===== config.mk =====
export PLATFORM = sky130hd
export DESIGN_NAME = grid_dfs_explorer_unit
export DESIGN_NICKNAME = d
export VERILOG_FILES = /design/src/sv/gde_pkg.sv /design/src/sv/gde_stack.sv /design/src/sv/gde_step.sv /design/src/sv/grid_dfs_explorer_unit.sv
export VERILOG_INCLUDE_DIRS = /design/src /design/src/sv
export SDC_FILE = /design/constraint.sdc
export NUM_CORES = 1
export LEC_CHECK = 0
export BUFFER_PORTS_ARGS = -buffer_cell sky130_fd_sc_hd__buf_2
export CAP_MARGIN = 20
export CORE_AREA = 5 5 268 270
export DETAILED_ROUTE_END_ITERATION = 12
export DIE_AREA = 0 0 273 275
export SLEW_MARGIN = 10
export SYNTH_ARGS = -nofsm -noshare
export SYNTH_HDL_FRONTEND = slang
export SYNTH_HIERARCHICAL = 1
export SYNTH_SLANG_ARGS = --single-unit

===== constraint.sdc =====
create_clock -name clk -period 19.4 [get_ports clk]
set_input_delay 2.91 -clock clk [delete_from_list [all_inputs] [get_ports clk]]
set_output_delay 2.91 -clock clk [all_outputs]
set_load 0.05 [all_outputs]

===== src/sv/grid_dfs_explorer_unit_macros.svh =====
// Assertion macros shared by the explorer RTL.
`ifndef GRID_DFS_EXPLORER_UNIT_MACROS_SVH
`define GRID_DFS_EXPLORER_UNIT_MACROS_SVH

// Same-cycle implication, disabled while in reset.
`define GDE_ASSERT_IMPL(name, ante, cons, msg) \
    name: assert property (@(posedge clk) disable iff (!rst_n) (ante) |-> (cons)) \
        else $error(msg);

// Next-cycle implication, disabled while in reset.
`define GDE_ASSERT_NEXT(name, ante, cons, msg) \
    name: assert property (@(posedge clk) disable iff (!rst_n) (ante) |=> (cons)) \
        else $error(msg);

`endif


===== src/sv/gde_pkg.sv =====
// Types and constants of the grid depth-first explorer.
package gde_pkg;

    // arena side limit; larger arena_size values are clamped to it
    localparam logic [3:0] GRID_MAX = 4'd8;

    // configuration register indexes
    localparam logic [2:0] REG_ARENA_SIZE      = 3'd0;
    localparam logic [2:0] REG_START_X         = 3'd1;
    localparam logic [2:0] REG_START_Y         = 3'd2;
    localparam logic [2:0] REG_START_HEADING   = 3'd3;
    localparam logic [2:0] REG_GOAL_X          = 3'd4;
    localparam logic [2:0] REG_GOAL_Y          = 3'd5;
    localparam logic [2:0] REG_CELLS_TO_VISIT  = 3'd6;
    localparam logic [2:0] REG_PREMARKED_CELLS = 3'd7;

    // headings
    localparam logic [1:0] HD_NORTH = 2'd0;
    localparam logic [1:0] HD_EAST  = 2'd1;
    localparam logic [1:0] HD_SOUTH = 2'd2;
    localparam logic [1:0] HD_WEST  = 2'd3;

    localparam logic [1:0] TURN_NONE = 2'd0;

    // result status codes
    localparam logic [1:0] ST_EXPLORE   = 2'd0;
    localparam logic [1:0] ST_BACKTRACK = 2'd1;
    localparam logic [1:0] ST_FINISHED  = 2'd2;
    localparam logic [1:0] ST_ERROR     = 2'd3;

    typedef enum logic [2:0] {
        PH_RUN = 3'b001,
        PH_FIN = 3'b010,
        PH_ERR = 3'b100
    } phase_t;

    typedef struct packed {
        logic [3:0]  arena_size;
        logic [2:0]  start_x;
        logic [2:0]  start_y;
        logic [1:0]  start_heading;
        logic [2:0]  goal_x;
        logic [2:0]  goal_y;
        logic [6:0]  cells_to_visit;
        logic [63:0] premarked_cells;
    } cfg_t;

    typedef struct packed {
        logic [2:0]  cur_x;
        logic [2:0]  cur_y;
        logic [1:0]  heading;
        logic [63:0] visited;
        logic [6:0]  visit_cnt;
        phase_t      phase;
    } state_t;

    typedef struct packed {
        logic       push;
        logic [5:0] loc;    // x in [5:3], y in [2:0]
    } stack_op_t;

    typedef struct packed {
        logic [1:0] turn_cmd;
        logic       drive_cell;
        logic [2:0] pos_x;
        logic [2:0] pos_y;
        logic [1:0] facing;
        logic [1:0] status;
        logic [6:0] count_out;
    } result_t;

    localparam cfg_t CFG_RST = '{
        arena_size:      4'd6,
        start_x:         3'd0,
        start_y:         3'd0,
        start_heading:   2'd0,
        goal_x:          3'd5,
        goal_y:          3'd5,
        cells_to_visit:  7'd21,
        premarked_cells: 64'h0000_1F1F_1F00_0000
    };

    // premarked cells plus the start cell (0,0)
    localparam logic [63:0] VISITED_RST = 64'h0000_1F1F_1F00_0001;

endpackage


===== src/sv/gde_stack.sv =====
// Return-cell stack: memory with registered top-of-stack read and push bypass.
module gde_stack #(
    parameter int DEPTH = 64,
    localparam int CW = $clog2(DEPTH + 1),
    localparam int AW = $clog2(DEPTH)
) (
    input  logic                clk,
    input  logic                rst_n,
    input  gde_pkg::stack_op_t  op,
    input  logic [CW-1:0]       cnt_next,
    output logic [5:0]          top
);

    logic [5:0]    mem [DEPTH];
    logic [AW-1:0] addr;
    logic [5:0]    rd_reg;
    logic          byp_reg;
    logic [5:0]    byp_loc_reg;

    // top entry after this edge sits at cnt_next - 1; a push writes there too
    assign addr = (cnt_next == '0) ? '0 : AW'(cnt_next - CW'(1));

    always_ff @(posedge clk)
    begin
        if (op.push)
        begin
            mem[addr] <= op.loc;
        end
        rd_reg      <= mem[addr];
        byp_loc_reg <= op.loc;
    end

    always_ff @(posedge clk or negedge rst_n)
    begin
        if (!rst_n)
        begin
            byp_reg <= 1'b0;
        end
        else
        begin
            byp_reg <= op.push;
        end
    end

    assign top = byp_reg ? byp_loc_reg : rd_reg;

endmodule


===== src/sv/gde_step.sv =====
// Next-state and result logic for one wall reading.
module gde_step #(
    parameter int STACK_DEPTH = 64,
    localparam int CW = $clog2(STACK_DEPTH + 1)
) (
    input  gde_pkg::cfg_t       cfg,
    input  gde_pkg::state_t     st,
    input  logic [CW-1:0]       stack_cnt,
    input  logic [5:0]          stack_top,
    input  logic                restart,
    input  logic [2:0]          walls,
    output gde_pkg::state_t     st_next,
    output logic [CW-1:0]       stack_cnt_next,
    output gde_pkg::stack_op_t  stack_op,
    output gde_pkg::result_t    result
);

    function automatic logic [63:0] cell_bit(input logic [2:0] x, input logic [2:0] y);
        return 64'd1 << {x, y};
    endfunction

    // neighbor cell one step along h, wrapping in 3 bits
    function automatic logic [5:0] step_pos(input logic [1:0] h, input logic [2:0] x,
                                            input logic [2:0] y);
        logic [2:0] nx;
        logic [2:0] ny;
        nx = x;
        ny = y;
        case (h)
            gde_pkg::HD_NORTH: ny = y + 3'd1;
            gde_pkg::HD_EAST:  nx = x + 3'd1;
            gde_pkg::HD_SOUTH: ny = y - 3'd1;
            gde_pkg::HD_WEST:  nx = x - 3'd1;
            default: ;
        endcase
        return {nx, ny};
    endfunction

    function automatic logic nb_ok(input logic [1:0] h, input logic [2:0] x,
                                   input logic [2:0] y, input logic [3:0] size,
                                   input logic [63:0] vis, input logic [2:0] gx,
                                   input logic [2:0] gy, input logic goal_closed);
        logic [3:0] nx;
        logic [3:0] ny;
        logic       neg;
        nx  = {1'b0, x};
        ny  = {1'b0, y};
        neg = 1'b0;
        case (h)
            gde_pkg::HD_NORTH: ny = ny + 4'd1;
            gde_pkg::HD_EAST:  nx = nx + 4'd1;
            gde_pkg::HD_SOUTH:
            begin
                neg = (y == 3'd0);
                ny  = ny - 4'd1;
            end
            gde_pkg::HD_WEST:
            begin
                neg = (x == 3'd0);
                nx  = nx - 4'd1;
            end
            default: ;
        endcase
        return !neg && (nx < size) && (ny < size) && !vis[{nx[2:0], ny[2:0]}] &&
               !(nx[2:0] == gx && ny[2:0] == gy && goal_closed);
    endfunction

    logic [3:0] size;
    logic       goal_closed;
    logic [1:0] h_r, h_f, h_l;
    logic       ok_r, ok_f, ok_l;
    logic       found;
    logic [1:0] target;
    logic [2:0] px, py;
    logic [1:0] back;
    logic       finish_pre;
    logic [1:0] turn;
    logic       drive;
    logic [1:0] status;
    logic [5:0] npos;

    assign size        = (cfg.arena_size > gde_pkg::GRID_MAX) ? gde_pkg::GRID_MAX
                                                               : cfg.arena_size;
    assign goal_closed = ({1'b0, st.visit_cnt} + 8'd1) < {1'b0, cfg.cells_to_visit};

    assign h_r = st.heading + 2'd1;
    assign h_f = st.heading;
    assign h_l = st.heading + 2'd3;

    assign ok_r = !walls[0] && nb_ok(h_r, st.cur_x, st.cur_y, size, st.visited,
                                     cfg.goal_x, cfg.goal_y, goal_closed);
    assign ok_f = !walls[1] && nb_ok(h_f, st.cur_x, st.cur_y, size, st.visited,
                                     cfg.goal_x, cfg.goal_y, goal_closed);
    assign ok_l = !walls[2] && nb_ok(h_l, st.cur_x, st.cur_y, size, st.visited,
                                     cfg.goal_x, cfg.goal_y, goal_closed);

    assign found  = ok_r || ok_f || ok_l;
    assign target = ok_r ? h_r : (ok_f ? h_f : h_l);

    // backtrack heading toward popped cell, x compared first
    assign px = stack_top[5:3];
    assign py = stack_top[2:0];
    always_comb
    begin
        if (px > st.cur_x)
            back = gde_pkg::HD_EAST;
        else if (px < st.cur_x)
            back = gde_pkg::HD_WEST;
        else if (py > st.cur_y)
            back = gde_pkg::HD_NORTH;
        else if (py < st.cur_y)
            back = gde_pkg::HD_SOUTH;
        else
            back = st.heading;
    end

    assign finish_pre = (st.visit_cnt == cfg.cells_to_visit) &&
                        (st.cur_x == cfg.goal_x) && (st.cur_y == cfg.goal_y);

    always_comb
    begin
        st_next        = st;
        stack_cnt_next = stack_cnt;
        stack_op.push  = 1'b0;
        stack_op.loc   = {st.cur_x, st.cur_y};
        turn           = gde_pkg::TURN_NONE;
        drive          = 1'b0;
        status         = gde_pkg::ST_EXPLORE;
        npos           = '0;

        if (restart)
        begin
            st_next.cur_x     = cfg.start_x;
            st_next.cur_y     = cfg.start_y;
            st_next.heading   = cfg.start_heading;
            st_next.visited   = cfg.premarked_cells | cell_bit(cfg.start_x, cfg.start_y);
            st_next.visit_cnt = 7'd1;
            st_next.phase     = gde_pkg::PH_RUN;
            stack_cnt_next    = '0;
        end
        else if (st.phase == gde_pkg::PH_FIN)
        begin
            status = gde_pkg::ST_FINISHED;
        end
        else if (st.phase != gde_pkg::PH_RUN)
        begin
            status = gde_pkg::ST_ERROR;
        end
        else if (finish_pre)
        begin
            st_next.phase = gde_pkg::PH_FIN;
            status        = gde_pkg::ST_FINISHED;
        end
        else if (found)
        begin
            // push is dropped on a full stack, the move still happens
            if (stack_cnt < CW'(STACK_DEPTH))
            begin
                stack_op.push  = 1'b1;
                stack_cnt_next = stack_cnt + CW'(1);
            end
            turn              = target - st.heading;
            npos              = step_pos(target, st.cur_x, st.cur_y);
            st_next.heading   = target;
            st_next.cur_x     = npos[5:3];
            st_next.cur_y     = npos[2:0];
            st_next.visited   = st.visited | cell_bit(npos[5:3], npos[2:0]);
            st_next.visit_cnt = (st.visit_cnt == 7'd127) ? st.visit_cnt
                                                         : st.visit_cnt + 7'd1;
            drive             = 1'b1;
            status            = gde_pkg::ST_EXPLORE;
        end
        else if (stack_cnt == '0)
        begin
            st_next.phase = gde_pkg::PH_ERR;
            status        = gde_pkg::ST_ERROR;
        end
        else
        begin
            stack_cnt_next  = stack_cnt - CW'(1);
            turn            = back - st.heading;
            npos            = step_pos(back, st.cur_x, st.cur_y);
            st_next.heading = back;
            st_next.cur_x   = npos[5:3];
            st_next.cur_y   = npos[2:0];
            drive           = 1'b1;
            status          = gde_pkg::ST_BACKTRACK;
        end

        // arrival on the goal with the full count ends the run
        if (drive && st_next.visit_cnt == cfg.cells_to_visit &&
            st_next.cur_x == cfg.goal_x && st_next.cur_y == cfg.goal_y)
        begin
            st_next.phase = gde_pkg::PH_FIN;
            status        = gde_pkg::ST_FINISHED;
        end
    end

    assign result.turn_cmd   = turn;
    assign result.drive_cell = drive;
    assign result.pos_x      = st_next.cur_x;
    assign result.pos_y      = st_next.cur_y;
    assign result.facing     = st_next.heading;
    assign result.status     = status;
    assign result.count_out  = st_next.visit_cnt;

endmodule


===== src/sv/grid_dfs_explorer_unit.sv =====
// Top level of the grid depth-first maze explorer.
//
// Usage:
//  - Slave stream takes one wall reading per request: tdata[2:0] = walls
//    (bit0 right, bit1 front, bit2 left, 1 = blocked), tuser = restart.
//  - Master stream returns one command per request: turn, drive flag, new
//    pose, status and visit count (layout beside m_axis_tdata).
//  - A request accepted into the input register is evaluated into the output
//    register once it is free; m_axis_tvalid comes from the output register.
//  - Throughput: one request per cycle while m_axis_tready is high. Position,
//    heading, visited map and stack pointer update together on evaluation;
//    the stack top comes from a registered memory read that is re-aimed each
//    edge at the new top, with a bypass for a push in the previous cycle.
//  - A stalled master side holds the result; the input register still takes
//    one more request, then s_axis_tready drops until the result drains.
//  - Reset loads the register defaults and starts a run at the start pose.
//    The return stack needs no clearing pass: only pushed entries are read.
//  - Config registers are written through cfg_wr_en/cfg_index/cfg_data while
//    the block is idle; start pose and premarked map take effect on restart.
module grid_dfs_explorer_unit #(
    parameter int STACK_DEPTH = 64
) (
    input  logic        clk,
    input  logic        rst_n,
    input  logic        s_axis_tvalid,
    output logic        s_axis_tready,
    input  logic [7:0]  s_axis_tdata,   // [2:0] walls, [7:3] zero
    input  logic        s_axis_tuser,   // [0] restart
    output logic        m_axis_tvalid,
    input  logic        m_axis_tready,
    // [1:0] turn_cmd, [2] drive_cell, [5:3] pos_x, [8:6] pos_y, [10:9] facing,
    // [12:11] status, [19:13] count_out, [23:20] zero
    output logic [23:0] m_axis_tdata,
    input  logic        cfg_wr_en,
    input  logic [2:0]  cfg_index,
    input  logic [63:0] cfg_data
);

    localparam int CW = $clog2(STACK_DEPTH + 1);

    gde_pkg::cfg_t      cfg_reg, cfg_next;
    gde_pkg::state_t    st_reg, st_next;
    logic [CW-1:0]      stack_cnt_reg, stack_cnt_next;

    logic               in_valid_reg, in_valid_next;
    logic               in_restart_reg, in_restart_next;
    logic [2:0]         in_walls_reg, in_walls_next;
    logic               out_valid_reg, out_valid_next;
    gde_pkg::result_t   out_reg, out_next;

    gde_pkg::state_t    step_st;
    logic [CW-1:0]      step_cnt;
    gde_pkg::stack_op_t step_op;
    gde_pkg::stack_op_t stack_op;
    gde_pkg::result_t   step_res;
    logic [5:0]         stack_top;

    logic               out_free;
    logic               proc;
    logic               s_accept;

    // assertion helpers
    logic               fin_hold;
    logic [7:0]         pose_now;
    logic               in_wait;
    logic [3:0]         in_pl;

    // handshake: the output register frees when empty or being drained
    assign out_free      = !out_valid_reg || m_axis_tready;
    assign proc          = in_valid_reg && out_free;
    assign s_axis_tready = !in_valid_reg || out_free;
    assign s_accept      = s_axis_tvalid && s_axis_tready;

    gde_step #(
        .STACK_DEPTH (STACK_DEPTH)
    ) u_step (
        .cfg            (cfg_reg),
        .st             (st_reg),
        .stack_cnt      (stack_cnt_reg),
        .stack_top      (stack_top),
        .restart        (in_restart_reg),
        .walls          (in_walls_reg),
        .st_next        (step_st),
        .stack_cnt_next (step_cnt),
        .stack_op       (step_op),
        .result         (step_res)
    );

    assign stack_op.push = proc && step_op.push;
    assign stack_op.loc  = step_op.loc;

    gde_stack #(
        .DEPTH (STACK_DEPTH)
    ) u_stack (
        .clk      (clk),
        .rst_n    (rst_n),
        .op       (stack_op),
        .cnt_next (stack_cnt_next),
        .top      (stack_top)
    );

    // config writes
    always_comb
    begin
        cfg_next = cfg_reg;
        if (cfg_wr_en)
        begin
            case (cfg_index)
                gde_pkg::REG_ARENA_SIZE:      cfg_next.arena_size      = cfg_data[3:0];
                gde_pkg::REG_START_X:         cfg_next.start_x         = cfg_data[2:0];
                gde_pkg::REG_START_Y:         cfg_next.start_y         = cfg_data[2:0];
                gde_pkg::REG_START_HEADING:   cfg_next.start_heading   = cfg_data[1:0];
                gde_pkg::REG_GOAL_X:          cfg_next.goal_x          = cfg_data[2:0];
                gde_pkg::REG_GOAL_Y:          cfg_next.goal_y          = cfg_data[2:0];
                gde_pkg::REG_CELLS_TO_VISIT:  cfg_next.cells_to_visit  = cfg_data[6:0];
                gde_pkg::REG_PREMARKED_CELLS: cfg_next.premarked_cells = cfg_data;
                default: ;
            endcase
        end
    end

    // pipeline control and state
    always_comb
    begin
        in_valid_next   = s_accept ? 1'b1 : (proc ? 1'b0 : in_valid_reg);
        in_restart_next = s_accept ? s_axis_tuser : in_restart_reg;
        in_walls_next   = s_accept ? s_axis_tdata[2:0] : in_walls_reg;
        out_valid_next  = proc ? 1'b1 : (m_axis_tready ? 1'b0 : out_valid_reg);
        out_next        = proc ? step_res : out_reg;
        st_next         = proc ? step_st : st_reg;
        stack_cnt_next  = proc ? step_cnt : stack_cnt_reg;
    end

    always_ff @(posedge clk or negedge rst_n)
    begin
        if (!rst_n)
        begin
            cfg_reg           <= gde_pkg::CFG_RST;
            st_reg.cur_x      <= gde_pkg::CFG_RST.start_x;
            st_reg.cur_y      <= gde_pkg::CFG_RST.start_y;
            st_reg.heading    <= gde_pkg::CFG_RST.start_heading;
            st_reg.visited    <= gde_pkg::VISITED_RST;
            st_reg.visit_cnt  <= 7'd1;
            st_reg.phase      <= gde_pkg::PH_RUN;
            stack_cnt_reg     <= '0;
            in_valid_reg      <= 1'b0;
            out_valid_reg     <= 1'b0;
        end
        else
        begin
            cfg_reg       <= cfg_next;
            st_reg        <= st_next;
            stack_cnt_reg <= stack_cnt_next;
            in_valid_reg  <= in_valid_next;
            out_valid_reg <= out_valid_next;
        end
    end

    // payload registers
    always_ff @(posedge clk)
    begin
        in_restart_reg <= in_restart_next;
        in_walls_reg   <= in_walls_next;
        out_reg        <= out_next;
    end

    assign m_axis_tvalid = out_valid_reg;
    assign m_axis_tdata  = {4'd0, out_reg.count_out, out_reg.status, out_reg.facing,
                            out_reg.pos_y, out_reg.pos_x, out_reg.drive_cell,
                            out_reg.turn_cmd};

    assign fin_hold = (st_reg.phase == gde_pkg::PH_FIN) && !(proc && in_restart_reg);
    assign pose_now = {st_reg.cur_x, st_reg.cur_y, st_reg.heading};
    assign in_wait  = in_valid_reg && !proc;
    assign in_pl    = {in_walls_reg, in_restart_reg};

`include "grid_dfs_explorer_unit_macros.svh"

    // stack pointer never passes the memory depth
    `GDE_ASSERT_IMPL(a_stack_bound, 1'b1, stack_cnt_reg <= CW'(STACK_DEPTH), "stack overflow")

    // a finished run keeps its pose until a restart is evaluated
    `GDE_ASSERT_NEXT(a_fin_hold, fin_hold, $stable(pose_now), "pose moved after finish")

    // visit count is at least one in every state
    `GDE_ASSERT_IMPL(a_count_nonzero, 1'b1, st_reg.visit_cnt != 7'd0, "visit count is zero")

    // a request waiting in the input register is kept until evaluated
    `GDE_ASSERT_NEXT(a_in_hold, in_wait, in_valid_reg && $stable(in_pl), "pending request lost")

endmodule


==> results.toml <==
[synthesis]
synth_cell_types = 108
avgSynthCellArea_um2 = 12.7
synth_async_sr_flop_share_pct = 30.1
synthCells = 2415
yosys_warnings = 6
yosysSeqAreaShare_pct = 55.5
ys_ff_latch = 601
synth-main-ff-cell = "edfxtp_1"
syn-cell-area_um2 = 30700
synth_edf_count = 408

[timing]
tns_ps = 0
drv_slew = 0
setup_viol = 0
fin_skew_ps = 61.6
finalHoldViolCount = 0
max_clock_freq_mhz = 89.1
rsz0062_at_grt = "false"
fin_crit_sh_pct = 57.9
slew_headroom_pct = 24.1
tightest_slew_ps = 1140
fin_crit_ps = 11230

[die]
num_io_pins = 107
die_y_um = 275
die_area_um2 = 75100
die_x_um = 273
rows = 97
start_util_pct = 44.4
coreArea_um2 = 69300

[clock_network]
cts.sinks = 601
clockBufferDepth = 3
cts_buffers = 66
post_cts_buffers = 0
cts_tree = "done"
postCtsHoldBufs = 0
worstSkewPairLatency_ps = 650
cts_resized = 0
path_clk_slew_ps = 60
cts_root_buf = "clkbuf_16"
cts_htree_levels = 3

[placement]
dp_hpwl_mm = 61.0
portBuffers = 97
gp_congestion = 0.918

[setup_path]
critPathMaxFanout = 74
crit_arrival_ps = 11490
critPathRequiredTime_ps = 19660
worst_setup_path_start_kind = "flip-flop"
end_kind = "flip-flop"
critical_path_class = "flip-flop to flip-flop"

[route]
postRouteAntennaNets = 0
dr.pass1.iters = 7
drt_iter0_drc = 2369
viasPerCell = 6.24
routed_wl_mm = 91.0
drc_errors = 0
wire_per_inst_um = 26.5
vias = 21416

[final_layout]
drive_gt1_share_pct = 22.2
final_common_cell = "edfxtp_1"
area_growth_pct = 10.8
nets = 2573
largest_reg_flops = 384
final_cell_mix = "408 x edfxtp_1, 188 x a21oi_1, 165 x mux2_2"

[global_routing]
first_global_vias = 21166
grt_max_degree = 87
overflow = 0
grt_pass1_wl_mm = 136
grt_usage_pct = 23.6
antenna_found_initial = 1

[run_status]
outcome = "completed"

[flow_run]
drv_cap = 0

[min_path]
hold_class = "flip-flop to flip-flop"
## kinds of logic after synthesis
group	count (synthesis)	synth area share (%)
flops	601	55.5
compound gates	552	12.4
simple gates	545	9.23
mux	373	15.0
buf+inv	229	3.69
xor+xnor	63	2.03
fa+ha+maj	51	2.08
other cells	1	0.0122
## final cells by class
| type | count | area, um^2 |
|---|---|---|
| Sequential cell | 601 | 17100 |
| Clock inverter | 31 | 410 |
| Fill cell | 5942 | 35200 |
| Multi-Input combinational cell | 1588 | 12600 |
| Tap cell | 940 | 1180 |
| Clock buffer | 88 | 1770 |
| Timing Repair Buffer | 143 | 840 |
| Antenna cell | 1 | 2.50 |
| Inverter | 41 | 156 |
## worst paths after layout
kind / from / end / slack, ps / depth (start not counted)
worst min register to register: cfg_reg[52] / cfg_reg[52] / 500 / 1
min in group asynchronous: rst_n / st_reg[4] / 2260 / 1
worst min-delay path: cfg_reg[52] / cfg_reg[52] / 500 / 1
max in group asynchronous: rst_n / cfg_reg[45] / 15090 / 3
worst max-delay path: pose_now[6] / u_stack/mem[61][2] / 8170 / 24
worst max register to register: pose_now[6] / u_stack/mem[61][2] / 8170 / 24
## critical path: stages, from the launching register on
cell	delay [ps]
dfrtp_2	330
buf_4	650
inv_1	380
ha_1	770
mux2i_1	170
a221oi_2	620
inv_1	200
ha_1	330
o21a_1	120
o21a_1	100
o21ai_0	100
and4_1	270
nand3_1	400
nand3_1	560
o21ai_0	780
a21oi_1	130
xnor2_1	160
nor2_1	80
mux2_2	190
clkinv_1	610
ha_2	650
buf_4	560
nor2b_1	940
nand3_1	870
nor2_1	840
## through the flow
stage                     hold WS [ps]  setup slack, ps  util [%]  std cells  instance area, um^2
final                              502             8170      49.2       3433                34100
after global routing               516             7700      49.2       3432                34100
after CTS                          505             8320      49.2       3432                34100
after detailed placement           491             8320      46.0       3313                31900
after global placement             485             8470      46.0       3313                31900
after floorplan                    465            11240         -       2418                30800
## Yosys cell counts (all sizes together), types with 23 or more instances
| library cell | instances | area [um^2] |
|---|---|---|
| clkbuf | 80 | 300 |
| mux2i | 103 | 1030 |
| nor3 | 63 | 380 |
| dfrtp | 139 | 3480 |
| inv | 40 | 150 |
| xnor2 | 43 | 418 |
| o21ai | 49 | 257 |
| nand2b | 24 | 158 |
| a211oi | 74 | 556 |
| nor2 | 146 | 561 |
| buf | 108 | 679 |
| edfxtp | 408 | 12300 |
| dfstp | 42 | 1100 |
| a221oi | 31 | 302 |
| a222oi | 23 | 230 |
| mux2 | 225 | 2530 |
| a21oi | 190 | 955 |
| nand3 | 55 | 275 |
| nand2 | 122 | 473 |
| mux4 | 45 | 1040 |
| ha | 51 | 638 |
## layer usage
metal / track usage, % / up-vias / share of wire, %
li1: - / 9390 / -
met1: 32.9 / 10878 / 42
met2: 38.0 / 978 / 47
met3: 4.63 / 168 / 8.2
met4: 6.97 / 2 / 2.9
met5: 0 / - / 0.014
Power is not shown: default switching activity piles up to over one toggle a cycle in this logic, so the estimate is an artifact.
